**config.mk**
```make
export PLATFORM = sky130hd
export DESIGN_NAME = quadrature_step_decoder_unit
export DESIGN_NICKNAME = d
export VERILOG_FILES = /design/src/design/qsd_pkg.sv /design/src/design/quadrature_step_decoder_unit.sv /design/src/design/qsd_front.sv /design/src/design/qsd_queue.sv /design/src/design/qsd_back.sv
export SDC_FILE = /design/constraint.sdc
export NUM_CORES = 1
export LEC_CHECK = 0
export BUFFER_PORTS_ARGS = -buffer_cell sky130_fd_sc_hd__buf_2
export CORE_MARGIN = 2
export CORE_UTILIZATION = 50
export DETAILED_ROUTE_END_ITERATION = 16
export PLACE_DENSITY = 0.77
export SLEW_MARGIN = 5
export SYNTH_ARGS = -nofsm -noshare
export SYNTH_HDL_FRONTEND = slang
export SYNTH_SLANG_ARGS = --single-unit
```
**constraint.sdc**
```tcl
create_clock -name clk -period 4.4 [get_ports clk]
set_input_delay 0.22 -clock clk [delete_from_list [all_inputs] [get_ports clk]]
set_output_delay 0.22 -clock clk [all_outputs]
set_load 0.02 [all_outputs]
```
**src/design/qsd_pkg.sv**
```systemverilog
package qsd_pkg;

  localparam int QSD_QUEUE_DEPTH = 2;

  localparam int CFG_INDEX_W = 1;
  localparam int CFG_DATA_W  = 16;

  localparam logic [CFG_INDEX_W-1:0] REG_STEP_LIMIT    = 1'b0;
  localparam logic [CFG_INDEX_W-1:0] REG_CLEAR_TIMEOUT = 1'b1;

  localparam logic [6:0]  STEP_LIMIT_RESET    = 7'd0;
  localparam logic [15:0] CLEAR_TIMEOUT_RESET = 16'd500;
  localparam logic [15:0] IDLE_MAX            = 16'hFFFF;

  localparam logic KIND_SAMPLE = 1'b0;
  localparam logic KIND_TICK   = 1'b1;

  localparam logic signed [1:0] DIR_NONE = 2'b00;
  localparam logic signed [1:0] DIR_CW   = 2'b01;
  localparam logic signed [1:0] DIR_CCW  = 2'b11;

  localparam logic [1:0] SENSE_NONE = 2'd0;
  localparam logic [1:0] SENSE_CW   = 2'd1;
  localparam logic [1:0] SENSE_CCW  = 2'd2;

  localparam logic [3:0] TR_CW_0  = 4'b1101;
  localparam logic [3:0] TR_CW_1  = 4'b0100;
  localparam logic [3:0] TR_CW_2  = 4'b0010;
  localparam logic [3:0] TR_CW_3  = 4'b1011;
  localparam logic [3:0] TR_CCW_0 = 4'b1110;
  localparam logic [3:0] TR_CCW_1 = 4'b0111;
  localparam logic [3:0] TR_CCW_2 = 4'b0001;
  localparam logic [3:0] TR_CCW_3 = 4'b1000;

  typedef struct packed {
    logic kind;
    logic pin_a;
    logic pin_b;
  } in_item_t;

  typedef struct packed {
    logic signed [1:0] direction;
    logic              moved;
  } out_item_t;

  typedef struct packed {
    logic       is_tick;
    logic [1:0] code;
  } q_entry_t;

  typedef struct packed {
    logic [6:0]  step_limit;
    logic [15:0] clear_timeout_ms;
  } cfg_t;

  function automatic logic [1:0] trans_sense(input logic [3:0] t);
    logic [1:0] sense;
    case (t)
      TR_CW_0, TR_CW_1, TR_CW_2, TR_CW_3:     sense = SENSE_CW;
      TR_CCW_0, TR_CCW_1, TR_CCW_2, TR_CCW_3: sense = SENSE_CCW;
      default:                                sense = SENSE_NONE;
    endcase
    return sense;
  endfunction

endpackage

```
**src/design/quadrature_step_decoder_unit.sv**
```systemverilog
// Channel   Handshake              Payload
// in        in_valid / in_ready    in_data   (kind, pin_a, pin_b)
// out       out_valid / out_ready  out_data  (direction, moved)
// cfg       cfg_valid / cfg_ready  cfg_index, cfg_data
//
// One item per cycle while the output is not stalled; a sample's result passes
// a queue slot, then the output register, before it is offered; a tick leaves
// no result. The rate is set by the state update in the back end.
// Synchronous reset clears the queue, decoder state and output valid; the
// configuration returns to step limit 0 and timeout 500 ms.
// A stalled output holds its item; ticks still drain the queue meanwhile.
module quadrature_step_decoder_unit #(
  parameter int QUEUE_DEPTH = qsd_pkg::QSD_QUEUE_DEPTH
) (
  input  logic                                clk,
  input  logic                                rst,
  input  logic                                in_valid,
  output logic                                in_ready,
  input  qsd_pkg::in_item_t                   in_data,
  output logic                                out_valid,
  input  logic                                out_ready,
  output qsd_pkg::out_item_t                  out_data,
  input  logic                                cfg_valid,
  output logic                                cfg_ready,
  input  logic [qsd_pkg::CFG_INDEX_W-1:0]     cfg_index,
  input  logic [qsd_pkg::CFG_DATA_W-1:0]      cfg_data
);
  import qsd_pkg::*;

  cfg_t     cfg;
  logic     push_valid;
  logic     push_ready;
  q_entry_t push_entry;
  logic     pop_valid;
  logic     pop_ready;
  q_entry_t pop_entry;

  assign cfg_ready = 1'b1;

  always_ff @(posedge clk) begin
    if (rst) begin
      cfg.step_limit       <= STEP_LIMIT_RESET;
      cfg.clear_timeout_ms <= CLEAR_TIMEOUT_RESET;
    end else if (cfg_valid && cfg_ready) begin
      case (cfg_index)
        REG_STEP_LIMIT:    cfg.step_limit       <= cfg_data[6:0];
        REG_CLEAR_TIMEOUT: cfg.clear_timeout_ms <= cfg_data[15:0];
        default: begin
        end
      endcase
    end
  end

  qsd_front u_front (
    .in_valid   (in_valid),
    .in_ready   (in_ready),
    .in_data    (in_data),
    .push_valid (push_valid),
    .push_ready (push_ready),
    .push_entry (push_entry)
  );

  qsd_queue #(
    .DEPTH (QUEUE_DEPTH)
  ) u_queue (
    .clk        (clk),
    .rst        (rst),
    .push_valid (push_valid),
    .push_ready (push_ready),
    .push_entry (push_entry),
    .pop_valid  (pop_valid),
    .pop_ready  (pop_ready),
    .pop_entry  (pop_entry)
  );

  qsd_back u_back (
    .clk       (clk),
    .rst       (rst),
    .cfg       (cfg),
    .pop_valid (pop_valid),
    .pop_ready (pop_ready),
    .pop_entry (pop_entry),
    .out_valid (out_valid),
    .out_ready (out_ready),
    .out_data  (out_data)
  );

endmodule

```
**src/design/qsd_front.sv**
```systemverilog
module qsd_front (
  input  logic              in_valid,
  output logic              in_ready,
  input  qsd_pkg::in_item_t in_data,
  output logic              push_valid,
  input  logic              push_ready,
  output qsd_pkg::q_entry_t push_entry
);
  import qsd_pkg::*;

  always_comb begin
    in_ready           = push_ready;
    push_valid         = in_valid;
    push_entry.is_tick = (in_data.kind == KIND_TICK);
    // pins mean nothing on a tick
    push_entry.code    = push_entry.is_tick ? 2'b00 : {in_data.pin_a, in_data.pin_b};
  end

endmodule

```
**src/design/qsd_queue.sv**
```systemverilog
module qsd_queue #(
  parameter int DEPTH = qsd_pkg::QSD_QUEUE_DEPTH
) (
  input  logic              clk,
  input  logic              rst,
  input  logic              push_valid,
  output logic              push_ready,
  input  qsd_pkg::q_entry_t push_entry,
  output logic              pop_valid,
  input  logic              pop_ready,
  output qsd_pkg::q_entry_t pop_entry
);
  import qsd_pkg::*;

  localparam int PTR_W = (DEPTH > 1) ? $clog2(DEPTH) : 1;
  localparam int CNT_W = $clog2(DEPTH + 1);

  q_entry_t           slots [DEPTH];
  logic [PTR_W-1:0]   wr_ptr;
  logic [PTR_W-1:0]   rd_ptr;
  logic [CNT_W-1:0]   fill;
  logic               push;
  logic               pop;

  assign push_ready = (fill != CNT_W'(DEPTH));
  assign pop_valid  = (fill != '0);
  assign pop_entry  = slots[rd_ptr];
  assign push       = push_valid && push_ready;
  assign pop        = pop_valid && pop_ready;

  always_ff @(posedge clk) begin
    if (push) begin
      slots[wr_ptr] <= push_entry;
    end
  end

  always_ff @(posedge clk) begin
    if (rst) begin
      wr_ptr <= '0;
      rd_ptr <= '0;
      fill   <= '0;
    end else begin
      if (push) begin
        wr_ptr <= (wr_ptr == PTR_W'(DEPTH - 1)) ? '0 : wr_ptr + 1'b1;
      end
      if (pop) begin
        rd_ptr <= (rd_ptr == PTR_W'(DEPTH - 1)) ? '0 : rd_ptr + 1'b1;
      end
      if (push && !pop) begin
        fill <= fill + 1'b1;
      end else if (pop && !push) begin
        fill <= fill - 1'b1;
      end
    end
  end

endmodule

```
**src/design/qsd_back.sv**
```systemverilog
module qsd_back (
  input  logic               clk,
  input  logic               rst,
  input  qsd_pkg::cfg_t      cfg,
  input  logic               pop_valid,
  output logic               pop_ready,
  input  qsd_pkg::q_entry_t  pop_entry,
  output logic               out_valid,
  input  logic               out_ready,
  output qsd_pkg::out_item_t out_data
);
  import qsd_pkg::*;

  logic [1:0]        prev_code;
  logic signed [7:0] step_count;
  logic signed [1:0] held_direction;
  logic [15:0]       idle_ms;

  logic [1:0]        prev_code_next;
  logic signed [7:0] step_count_next;
  logic signed [1:0] held_direction_next;
  logic [15:0]       idle_ms_next;

  logic              timed_out;
  logic [1:0]        prev_eff;
  logic signed [7:0] count_eff;
  logic signed [1:0] dir_eff;
  logic signed [7:0] lim;
  logic signed [7:0] neg_lim;
  logic signed [7:0] base;
  logic [1:0]        sense;
  logic              take;
  logic              sample;

  assign pop_ready = pop_entry.is_tick || !out_valid || out_ready;
  assign take      = pop_valid && pop_ready;
  assign sample    = take && !pop_entry.is_tick;

  always_comb begin
    timed_out           = (idle_ms > cfg.clear_timeout_ms);
    prev_eff            = timed_out ? 2'b00 : prev_code;
    count_eff           = timed_out ? 8'sd0 : step_count;
    dir_eff             = timed_out ? DIR_NONE : held_direction;
    lim                 = $signed({1'b0, cfg.step_limit});
    neg_lim             = -lim;
    sense               = trans_sense({prev_eff, pop_entry.code});
    base                = count_eff;
    prev_code_next      = pop_entry.code;
    step_count_next     = count_eff;
    held_direction_next = dir_eff;
    idle_ms_next        = 16'd0;

    case (sense)
      SENSE_CW: begin
        base = (count_eff < 8'sd0) ? 8'sd0 : count_eff;
        if (base >= lim) begin
          step_count_next     = 8'sd0;
          held_direction_next = DIR_CW;
        end else begin
          step_count_next = base + 8'sd1;
        end
      end
      SENSE_CCW: begin
        base = (count_eff > 8'sd0) ? 8'sd0 : count_eff;
        if (base <= neg_lim) begin
          step_count_next     = 8'sd0;
          held_direction_next = DIR_CCW;
        end else begin
          step_count_next = base - 8'sd1;
        end
      end
      default: begin
        held_direction_next = DIR_NONE;
      end
    endcase

    // tick: advance the idle timer, saturating
    if (pop_entry.is_tick) begin
      prev_code_next      = prev_code;
      step_count_next     = step_count;
      held_direction_next = held_direction;
      idle_ms_next        = (idle_ms == IDLE_MAX) ? idle_ms : idle_ms + 16'd1;
    end
  end

  always_ff @(posedge clk) begin
    if (rst) begin
      prev_code      <= 2'b00;
      step_count     <= 8'sd0;
      held_direction <= DIR_NONE;
      idle_ms        <= 16'd0;
      out_valid      <= 1'b0;
    end else begin
      if (take) begin
        prev_code      <= prev_code_next;
        step_count     <= step_count_next;
        held_direction <= held_direction_next;
        idle_ms        <= idle_ms_next;
      end
      if (sample) begin
        out_valid <= 1'b1;
      end else if (out_ready) begin
        out_valid <= 1'b0;
      end
    end
  end

  always_ff @(posedge clk) begin
    if (sample) begin
      out_data.direction <= held_direction_next;
      out_data.moved     <= (held_direction_next != DIR_NONE);
    end
  end

endmodule

```
# Yosys cells after proc, flatten, opt, wreduce, memory -nomap -nowiden
# Memory sizes are Yosys's and may differ from the RTL's. A register that Yosys moved wholly into a read port is not among the register bits.
# Index checks and enable logic that the tools add are counted.
# op_classes
n_addsub,8
order_cmp,5
n_eq_ne,5
mux,25
n_bitwise,2
n_reduce_logical,19
# op_table
operator,n
$mux W8,5
$mux W16,2
$add A16 B1 Y16 const B,1
$eq A16 B16 Y1 const B,1
$gt A16 B16 Y1,1
$mux W2,8
$pmux W8 S2,1
$add A8 B2 Y8 const B,1
$ge A8 B8 Y1,1
$gt A8 B1 Y1 const B,1
$le A8 B8 Y1,1
$lt A8 B1 Y1 const B,1
$mux W1,8
$neg A7 Y8,1
$reduce_and A2 Y1,4
$reduce_bool A2 Y1,4
$sub A8 B2 Y8 const B,1
$logic_and A1 B1 Y1,5
$logic_not A1 Y1,4
$ne A2 B2 Y1 const B,2
$pmux W2 S2,1
$add A1 B1 Y1 const B,2
$add A2 B1 Y2 const B,1
$eq A2 B1 Y1 const B,1
4 further kinds,6
# word_totals
register_bits,59
mem_bits_rw,6
romBits,32
inputBits,25
mem_count,2
# mem_list
memory,depth,width,rd,rd_clocked_by_memory_dff,write_ports,line,text
(name not given),16,2,1,0,0,qsd_pkg.sv:58,case (t)
u_queue.slots,2,3,1,1,1,qsd_queue.sv:18,q_entry_t slots [DEPTH];

# Longest topological paths before layout
# Gate-level depths: netlist of run 1.
# logic_depth
depth_word,9
ltp_mapped,19
mapped_depth_nobuf,19

# Cells and area by module
# A second synthesis of run 1 with hierarchy kept.
# unflattened
hier_cells,493
hier_area_um2,4319.1
# modules_own_cells
module,instances,cells_each,area_each_um2,seq_area_each_um2
qsd_back,1,360,2865.2,670.6
quadrature_step_decoder_unit,1,95,974.7,460.4
qsd_queue,1,33,444.2,280.3
qsd_front,1,5,35.0,0.0

# Worst setup path after synthesis of run 1
# No wires, ideal clock.
# synth_path
kind,register to register
from,"reg, netlist name cfg[1]"
to,reg u_back.step_count[4]
setup_time_ns,0.126
arrival_ns,3.482
t_required_ns,4.274
setup_slack_ns,0.792
path_stages_with_launch,18
path_buffers,1
period_less_slack_ns,3.608
path_cell_list,dfxtp_1 -> inv_1 -> ha_1 -> nor2b_1 -> o211ai_1 -> a2111o_1 -> a31o_2 -> buf_2 -> and3_1 -> ha_1 -> or3_1 -> o21ai_0 -> a211oi_1 -> o21ai_2 -> inv_1 -> a32o_1 -> nor3_1 -> o22ai_1
# synth_between
elab_chain_len,7
elab_cells_between_ends,17
cone_classes,add/sub (2); order compare (5); eq/ne (2); mux (7); memory (1)
# synth_rtl
item,line,text
$gt A16 B16 Y1 (*),qsd_back.sv:40,timed_out = (idle_ms > cfg.clear_timeout_ms);
$mux W8,qsd_back.sv:42,count_eff = timed_out ? 8'sd0 : step_count;
$gt A8 B1 Y1 or $lt A8 B1 Y1 (tied branches),"qsd_back.sv:64, qsd_back.sv:55",
"$mux W8, on equally long branches","qsd_back.sv:64, qsd_back.sv:55",
"$sub A8 B2 Y8, or another cell as far along",qsd_back.sv:69,step_count_next = base - 8'sd1;
"$mux W8, on equally long branches","qsd_back.sv:65, qsd_back.sv:56",
$pmux W8 S2 (*),qsd_back.sv:53,case (sense)
to (signal assigned),qsd_back.sv:96,step_count <= step_count_next;
to (decl),qsd_back.sv:15,logic signed [7:0] step_count;
# Mark *: on every way between the ends. The rest lies on a longest branch, timed or not.
# A chain may end at the register's enable or synchronous reset.

# Worst setup path after layout of run 1
# layout_path
from,reg u_back.idle_ms[13]
to,reg u_back.step_count[4]
# layout_between
elab_chain_len,7
elab_cells_between_ends,17
cone_classes,add/sub (2); order compare (5); eq/ne (2); mux (7); memory (1)
# layout_rtl
item,line,text
from (decl),qsd_back.sv:17,logic [15:0] idle_ms;
from (signal assigned),qsd_back.sv:98,idle_ms <= idle_ms_next;
$gt A16 B16 Y1 (*),qsd_back.sv:40,
$mux W8,qsd_back.sv:42,
$gt A8 B1 Y1 or $lt A8 B1 Y1 (tied branches),"qsd_back.sv:64, qsd_back.sv:55",
"$mux W8, on equally long branches","qsd_back.sv:64, qsd_back.sv:55",
"$sub A8 B2 Y8, or another cell as far along",qsd_back.sv:69,
"$mux W8, on equally long branches","qsd_back.sv:65, qsd_back.sv:56",
$pmux W8 S2 (*),qsd_back.sv:53,
# Marks and branches as above.

==> run_results.csv, run 1 <==
group,metric,value,unit
run_status,outcome,"complete, no violations",
floorplan,die_w,95.36,µm
place,io_buffers,29,
power_and_ir_drop,leakagePower,1.989,nW
sta,rsz0062_at_grt,"false",
logic_synthesis,netlist.area_leader.share,27.35,%
critical_path,worstSetupPathType,"flop to flop",
sta,hold-worst-slack,0.07865,ns
cts,cts_htree_levels,3,
drt,drtAntennaViolNets,0,
drt,drt-total-wl,9547,µm
logic_synthesis,seq_area_frac_synth,33.82,%
sta,setup_violations,0,
place,dp_cells,624,
sta,worst_slew_margin_rel,46.96,%
cells_and_area,stdcell_count,644,
cells_and_area,num-nets-final,597,
drt,num_vias,3645,
grt,grt_usage,22.37,%
power_and_ir_drop,ir_drop,0.3109,mV
grt,antenna_found_initial,0,
cts,cts.path.max_buffers,2,
cts,cts_buffers,9,
cells_and_area,utilization,56.78,%
cts,clock-sinks,66,
cts,clk_latency,0.36,ns
logic_synthesis,synth_cells,510,
sta,clock_skew,0.004746,ns
floorplan,die_h,95.36,µm
power_and_ir_drop,p_per_area,494.1,mW/mm²
grt,grt.overflow.total,0,
floorplan,fp.coreArea,0.008134,mm²
critical_path,cp.required,4.65,ns
logic_synthesis,synth_edf_count,9,
cells_and_area,drive_gt1_share,12.24,%
drt,drt_drc_violations_left,0,
place,gp_congestion,0.8899,
logic_synthesis,synth_seq_cells,66,
floorplan,io-pin-count,31,
logic_synthesis,synth_cell_types,61,
sta,finalHoldViolCount,0,
drt,avgRoutedWirePerCell,14.82,µm
sta,slew_violations,0,
logic_synthesis,synthFlopType,"dfxtp_1",
critical_path,cp_max_fo,12,
critical_path,cp-end-kind,"flop",
grt,grt_pass1_vias,3432,
critical_path,cp_data_arrival_time,4.32,ns
floorplan,start_util,51.30,%
sta,worst_pin_slew,0.7956,ns
sta,post-route-period-util,92.50,%
cells_and_area,final_common_cell,"nand2_1",
grt,grt_max_degree,45,
cells_and_area,nFillCells,766,
drt,drt-pass1-iter-count,5,
critical_path,start_kind,"flop",
logic_synthesis,synthesis.nets,573,
grt,grt_pass1_wl,15840,µm
sta,setup_tns,0,ns
sta,clock.fmax,245.7,MHz
logic_synthesis,yosysWarnings,0,
drt,via_per_inst,5.660,
logic_synthesis,netlist_area,0.004173,mm²
logic_synthesis,synth.avg_cell_area,8.182,µm²
worst_hold_path,hp-class,"input pin to flop",
logic_synthesis,synth.area.top_cells,"dfxtp_1, ha_1, edfxtp_1, nand2_1, a21oi_1",
floorplan,rows,33,
logic_synthesis,yosys.area.top_type,"dfxtp_1",
cells_and_area,synthToLayoutAreaGrowth,10.67,%
floorplan,die_area,0.009093,mm²
place,hpwl,6996,µm
drt,drt_iter0_drc,261,
cts,path_clk_slew,0.08,ns
sta,finalCriticalPeriod,4.070,ns
cells_and_area,mostFrequentLayoutCells,"nand2_1, dfxtp_1, nor2_1",
cells_and_area,seqCellArea,0.001411,mm²
power_and_ir_drop,power,0.002282,W
flow_run,drv_cap,0,
cells_and_area,num_antenna_cells,0,
cts,cts_tree,"yes",
cts,holdBufCountCts,0,
cts,root_buffer,"clkbuf_8",
cells_and_area,multiInputGateArea,0.002534,mm²
logic_synthesis,async_flop_share,0,%
## state kept, by name (all words and copies together), names as in the netlist, named ones only
signal,cells
u_back.out_valid,1
u_back.prev_code,2
u_back.idle_ms,16
cfg,23
u_back.out_data,3
u_queue.rd_ptr,1
u_back.held_direction,2
u_back.step_count,8
u_queue.wr_ptr,1
u_queue.slots,6
u_queue.fill,2
## worst paths after layout
check / from / endpoint / slack (ns) / depth (start not counted)
worst max register to register: u_back.idle_ms[13]$_SDFFE_PP0P_ / u_back.step_count[4]$_SDFFE_PP0P_ / 0.33 / 18
worst max-delay path: u_back.idle_ms[13]$_SDFFE_PP0P_ / u_back.step_count[4]$_SDFFE_PP0P_ / 0.33 / 18
worst min register to register: cfg[14]$_SDFFE_PP0P_ / cfg[14]$_SDFFE_PP0P_ / 0.46 / 2
worst min-delay path: cfg_data[7] / cfg[7]$_SDFFE_PP1P_ / 0.08 / 3
## through the flow
step | area [µm²] | setup slack [ns]
5_1_grt | 4618 | 0.01852
4_1_cts | 4586 | 0.3326
2_1_floorplan | 4173 | 0.7921
3_5_place_dp | 4365 | 0.3620
6_report | 4618 | 0.3300
3_3_place_gp | 4365 | 0.4411
## worst max-delay path: stages, from the launching register on
cell	delay [ns]
dfxtp_1	0.42
ha_1	0.30
a21oi_1	0.14
nor2_1	0.05
a211oi_1	0.34
a31o_2	0.39
nand2_1	0.13
inv_2	0.17
nand2_1	0.09
inv_1	0.08
ha_1	0.23
nor2b_1	0.13
o31ai_1	0.20
a211oi_1	0.15
o21ai_2	0.38
inv_1	0.17
a32o_1	0.29
nor3_1	0.18
o22ai_1	0.11
## what timing repair did
item,in CTS,in global routing
resized for setup,0,1
endpoints found under the setup margin,0,3
setup buffers,0,4
endpoints found under the hold margin,0,0
## logic make-up (layout without fill, tap and decap cells)
kind of cell             Yosys count  in the layout  synth area share, %
AND/OR/NAND/NOR                  206            206                24.32
AO/OA/AOI/OAI                    102            102                16.37
flip-flops                        66             66                33.82
buffers and inverters             59             88                5.517
adder cells (fa/ha/maj)           38             38                11.39
XOR/XNOR                          26             26                5.457
multiplexers                      12             12                3.028
other                              1              1              0.08987
## metal layers
layer	GRT usage, %	wire, µm
met2	37.85	4508
met4	6.763	115
met1	28.61	4356
met3	4.664	566
met5	0	0
## cells in the mapped netlist, drive strengths merged, types with 6 or more instances
library cell  number
a211oi             7
a21oi             38
and2               6
and3               9
clkbuf            15
dfxtp             57
edfxtp             9
ha                38
inv               38
mux2i             10
nand2             69
nand2b             8
nand3             15
nand3b             9
nand4              7
nor2              47
nor2b              7
nor3              13
o21ai             20
or3                8
xnor2             14
xor2              12
## cell type report
type	count	area share, %
Sequential cell	66	30.56
Clock inverter	5	1.246
Multi-Input combinational cell	385	54.86
Inverter	39	3.170
Tap cell	105	2.845
Clock buffer	11	3.522
Timing Repair Buffer	33	3.793
## report_power, final
| part | switching (W) | total [W] | internal, W |
|---|---|---|---|
| Clock | 0.000253 | 0.000566 | 0.000312 |
| Combinational | 0.000553 | 0.000917 | 0.000364 |
| Sequential | 0.0000993 | 0.000799 | 0.000700 |
| Total | 0.000906 | 0.00228 | 0.00138 |
(Power assumes the default switching activity.)
==> inputs of run 2 (changes only) <==
--- a/config.mk
+++ b/config.mk
@@ -5,11 +5,14 @@
 export SDC_FILE = /design/constraint.sdc
 export NUM_CORES = 1
 export LEC_CHECK = 0
+export ABC_CLOCK_PERIOD_IN_PS = 4400
 export BUFFER_PORTS_ARGS = -buffer_cell sky130_fd_sc_hd__buf_2
+export CELL_PAD_IN_SITES_DETAIL_PLACEMENT = 1
+export CELL_PAD_IN_SITES_GLOBAL_PLACEMENT = 2
 export CORE_MARGIN = 2
-export CORE_UTILIZATION = 50
+export CORE_UTILIZATION = 37
 export DETAILED_ROUTE_END_ITERATION = 16
-export PLACE_DENSITY = 0.77
+export PLACE_DENSITY = 0.9
 export SLEW_MARGIN = 5
 export SYNTH_ARGS = -nofsm -noshare
 export SYNTH_HDL_FRONTEND = slang
==> run 2 against run 1 <==
Net effect:
- clock skew grew 0.00071 ns
- first-iteration DRC count decreased by 49%
- flip-flop and latch count unchanged
- routed wire length rose by 18%
- critical endpoint is now u_back.out_data[0]$_DFFE_PP_
- largest cell class unchanged
- via count rose by 2.0%
- final cell count rose by 5.3%
- clock-buffer cell count is the same
==> run_results.csv, run 2 (synthesized netlist as in run 1, its figures left out) <==
group,metric,value,unit
place,hpwl,8273,µm
critical_path,cp_data_arrival_time,4.13,ns
grt,grt_pass1_wl,18510,µm
cells_and_area,final_area,0.004743,mm²
sta,setup_violations,0,
cts,clk_latency,0.35,ns
cts,root_buffer,"clkbuf_16",
grt,grt_max_degree,45,
worst_hold_path,hp-class,"input pin to flop",
cts,cts.path.max_buffers,2,
sta,rsz0062_at_grt,"true",
floorplan,fp.coreArea,0.01094,mm²
power_and_ir_drop,leakagePower,2.024,nW
cells_and_area,largest_reg_flops,23,
drt,num_vias,3717,
power_and_ir_drop,p_per_area,532.3,mW/mm²
worst_hold_path,worst_hold_path.num_cells,3,
power_and_ir_drop,p_sw_share,37.76,%
drt,drtAntennaViolNets,0,
place,postPlaceCellArea,0.004432,mm²
critical_path,cp_max_fo,8,
critical_path,slowest_stage,"a2111o_1",
cells_and_area,mostFrequentLayoutCells,"nand2_1, dfxtp_1, nor2_1",
sta,slew_violations,0,
critical_path,start_kind,"flop",
drt,drt-total-wl,11230,µm
power_and_ir_drop,switchingPower,0.0009532,W
critical_path,cp.required,4.46,ns
cells_and_area,num_antenna_cells,0,
cells_and_area,seqCellArea,0.001411,mm²
critical_path,crit-reg2reg-capture,"u_back.out_data[0]$_DFFE_PP_",
worst_hold_path,hold_path.startpoint,"cfg_data[8]",
power_and_ir_drop,pwr-share-clk,30.5,%
cells_and_area,nFillCells,1321,
cts,cts_tree,"yes",
place,dp_cells,662,
power_and_ir_drop,ir_drop,0.3809,mV
critical_path,path_cells,"inv_1, ha_1, nor2b_1, o211ai_1, a2111o_1, a31oi_2, nor2_1, and2_1, ha_1, nand2_1, o21ai_0, a21oi_1, o211a_1, o21ai_0, o21ai_0, a22oi_1, o311ai_0",
floorplan,start_util,38.16,%
cts,cts_buffers,9,
cells_and_area,num-nets-final,596,
cells_and_area,drive_gt1_share,11.52,%
grt,antenna_found_initial,0,
place,gp_congestion,0.8588,
critical_path,timing.rr.start,"cfg[1]$_SDFFE_PP0P_",
sta,clock_skew,0.005452,ns
cells_and_area,multiInputGateArea,0.002531,mm²
place,io_buffers,29,
floorplan,die_area,0.01214,mm²
cells_and_area,final_common_cell,"nand2_1",
floorplan,die_h,110.2,µm
cells_and_area,stdcell_count,678,
sta,finalHoldViolCount,0,
critical_path,critPathMaxStageDelay,0.40,ns
cells_and_area,largest_register,"cfg",
power_and_ir_drop,internal_power,0.001571,W
sta,setup_tns,0,ns
cells_and_area,reg.largest.list,"cfg: 23 flops, u_back.idle_ms: 16 flops, u_back.step_count: 8 flops",
drt,via_per_inst,5.482,
cts,holdBufCountCts,0,
sta,worst_pin_slew,0.8472,ns
power_and_ir_drop,p_comb_share,37.6,%
sta,clock.fmax,245.9,MHz
cts,cts_setup_buffers,0,
flow_run,drv_cap,0,
cts,cts_htree_levels,3,
grt,grt.overflow.total,0,
drt,avgRoutedWirePerCell,16.57,µm
power_and_ir_drop,p_seq_share,31.8,%
sta,finalCriticalPeriod,4.067,ns
floorplan,io-pin-count,31,
critical_path,worstSetupStartpoint,"cfg[1]$_SDFFE_PP0P_",
cells_and_area,synthToLayoutAreaGrowth,13.67,%
drt,drt_drc_violations_left,0,
cts,clock-sinks,66,
floorplan,die_w,110.2,µm
critical_path,rrSetupSlack,0.33,ns
sta,hold-worst-slack,0.08510,ns
worst_hold_path,hold_path_end,"cfg[8]$_SDFFE_PP1P_",
critical_path,cp-end-kind,"flop",
grt,grt_usage,20.02,%
run_status,outcome,"complete, no violations",
drt,drt_iter0_drc,133,
sta,post-route-period-util,92.44,%
sta,worst_slew_margin_rel,43.52,%
critical_path,worstSetupPathType,"flop to flop",
grt,grt_pass1_vias,3763,
drt,drt-pass1-iter-count,4,
floorplan,rows,38,
critical_path,crit_top_cell,"o21ai_0",
critical_path,r2r_cells,17,
cts,path_clk_slew,0.06,ns
==> run 2: cell types whose count changed in the layout (fill, tap and decap cells not counted), sizes merged <==
cell | before | now
buf | 33 | 32
bufinv | 1 | 2
inv | 39 | 38
==> run 2: layer usage <==
| metal | wire length [µm] | track usage [%] | vias to the layer above | share of wire (%) |
|---|---|---|---|---|
| met5 | 0 | 0 | - | 0 |
| met4 | 167 | 6.161 | 0 | 1.5 |
| met3 | 449 | 5.761 | 16 | 4.0 |
| met2 | 5288 | 33.35 | 63 | 47 |
| met1 | 5329 | 25.04 | 1808 | 47 |
| li1 | - | - | 1830 | - |
==> run 2: what timing repair did <==
item	CTS	global route
hold endpoints to repair	0	0
endpoints found under the setup margin	0	1
resized for setup	0	0
==> run 2: critical path: cells and delay by family, from the launching register on <==
kind | cells | cell delay, ns
AOI/OAI and AO/OA | 10 | 2.24
and+or+nand+nor | 4 | 0.60
adders and majority gates | 2 | 0.55
DFF | 1 | 0.33
buffers and inverters | 1 | 0.05
==> run 2: final cells by class <==
type	instances	area share, %
Inverter	39	3.086
Sequential cell	66	29.75
Tap cell	140	3.693
Clock buffer	11	4.906
Clock inverter	5	1.662
Multi-Input combinational cell	385	53.36
Timing Repair Buffer	32	3.535
==> run 2: worst max-delay path by stage <==
stage / endpoint / slack [ns] / cells after the start
finish: u_back.out_data[0]$_DFFE_PP_ / 0.33 / 17
global route: u_back.out_data[0]$_DFFE_PP_ / -0.02 / 16
CTS: u_back.out_data[0]$_DFFE_PP_ / 0.34 / 17
detailed placement: u_back.out_data[0]$_DFFE_PP_ / 0.38 / 17
global placement: u_back.step_count[0]$_SDFFE_PP0P_ / 0.53 / 18
floorplan: u_back.step_count[4]$_SDFFE_PP0P_ / 0.79 / 17
==> run 2: through the flow <==
stage	util [%]	power (W)	setup slack, ns
final	43.38	0.002525	0.3328
after global routing	43.38	0.002697	-0.01878
after CTS	43.38	0.002544	0.3373
after detailed placement	40.53	0.001760	0.3811
after global placement	40.53	0.001725	0.5293
after floorplan	-	0.001510	0.7921
==> run 2: power by group through the flow <==
stage	Clock, W	Combinational (W)	Sequential, W
final	0.000771	0.000950	0.000804
after global routing	0.000807	0.00108	0.000815
after CTS	0.000786	0.000955	0.000803
after detailed placement	0	0.000946	0.000814
after global placement	0	0.000914	0.000812
after floorplan	0	0.000732	0.000778
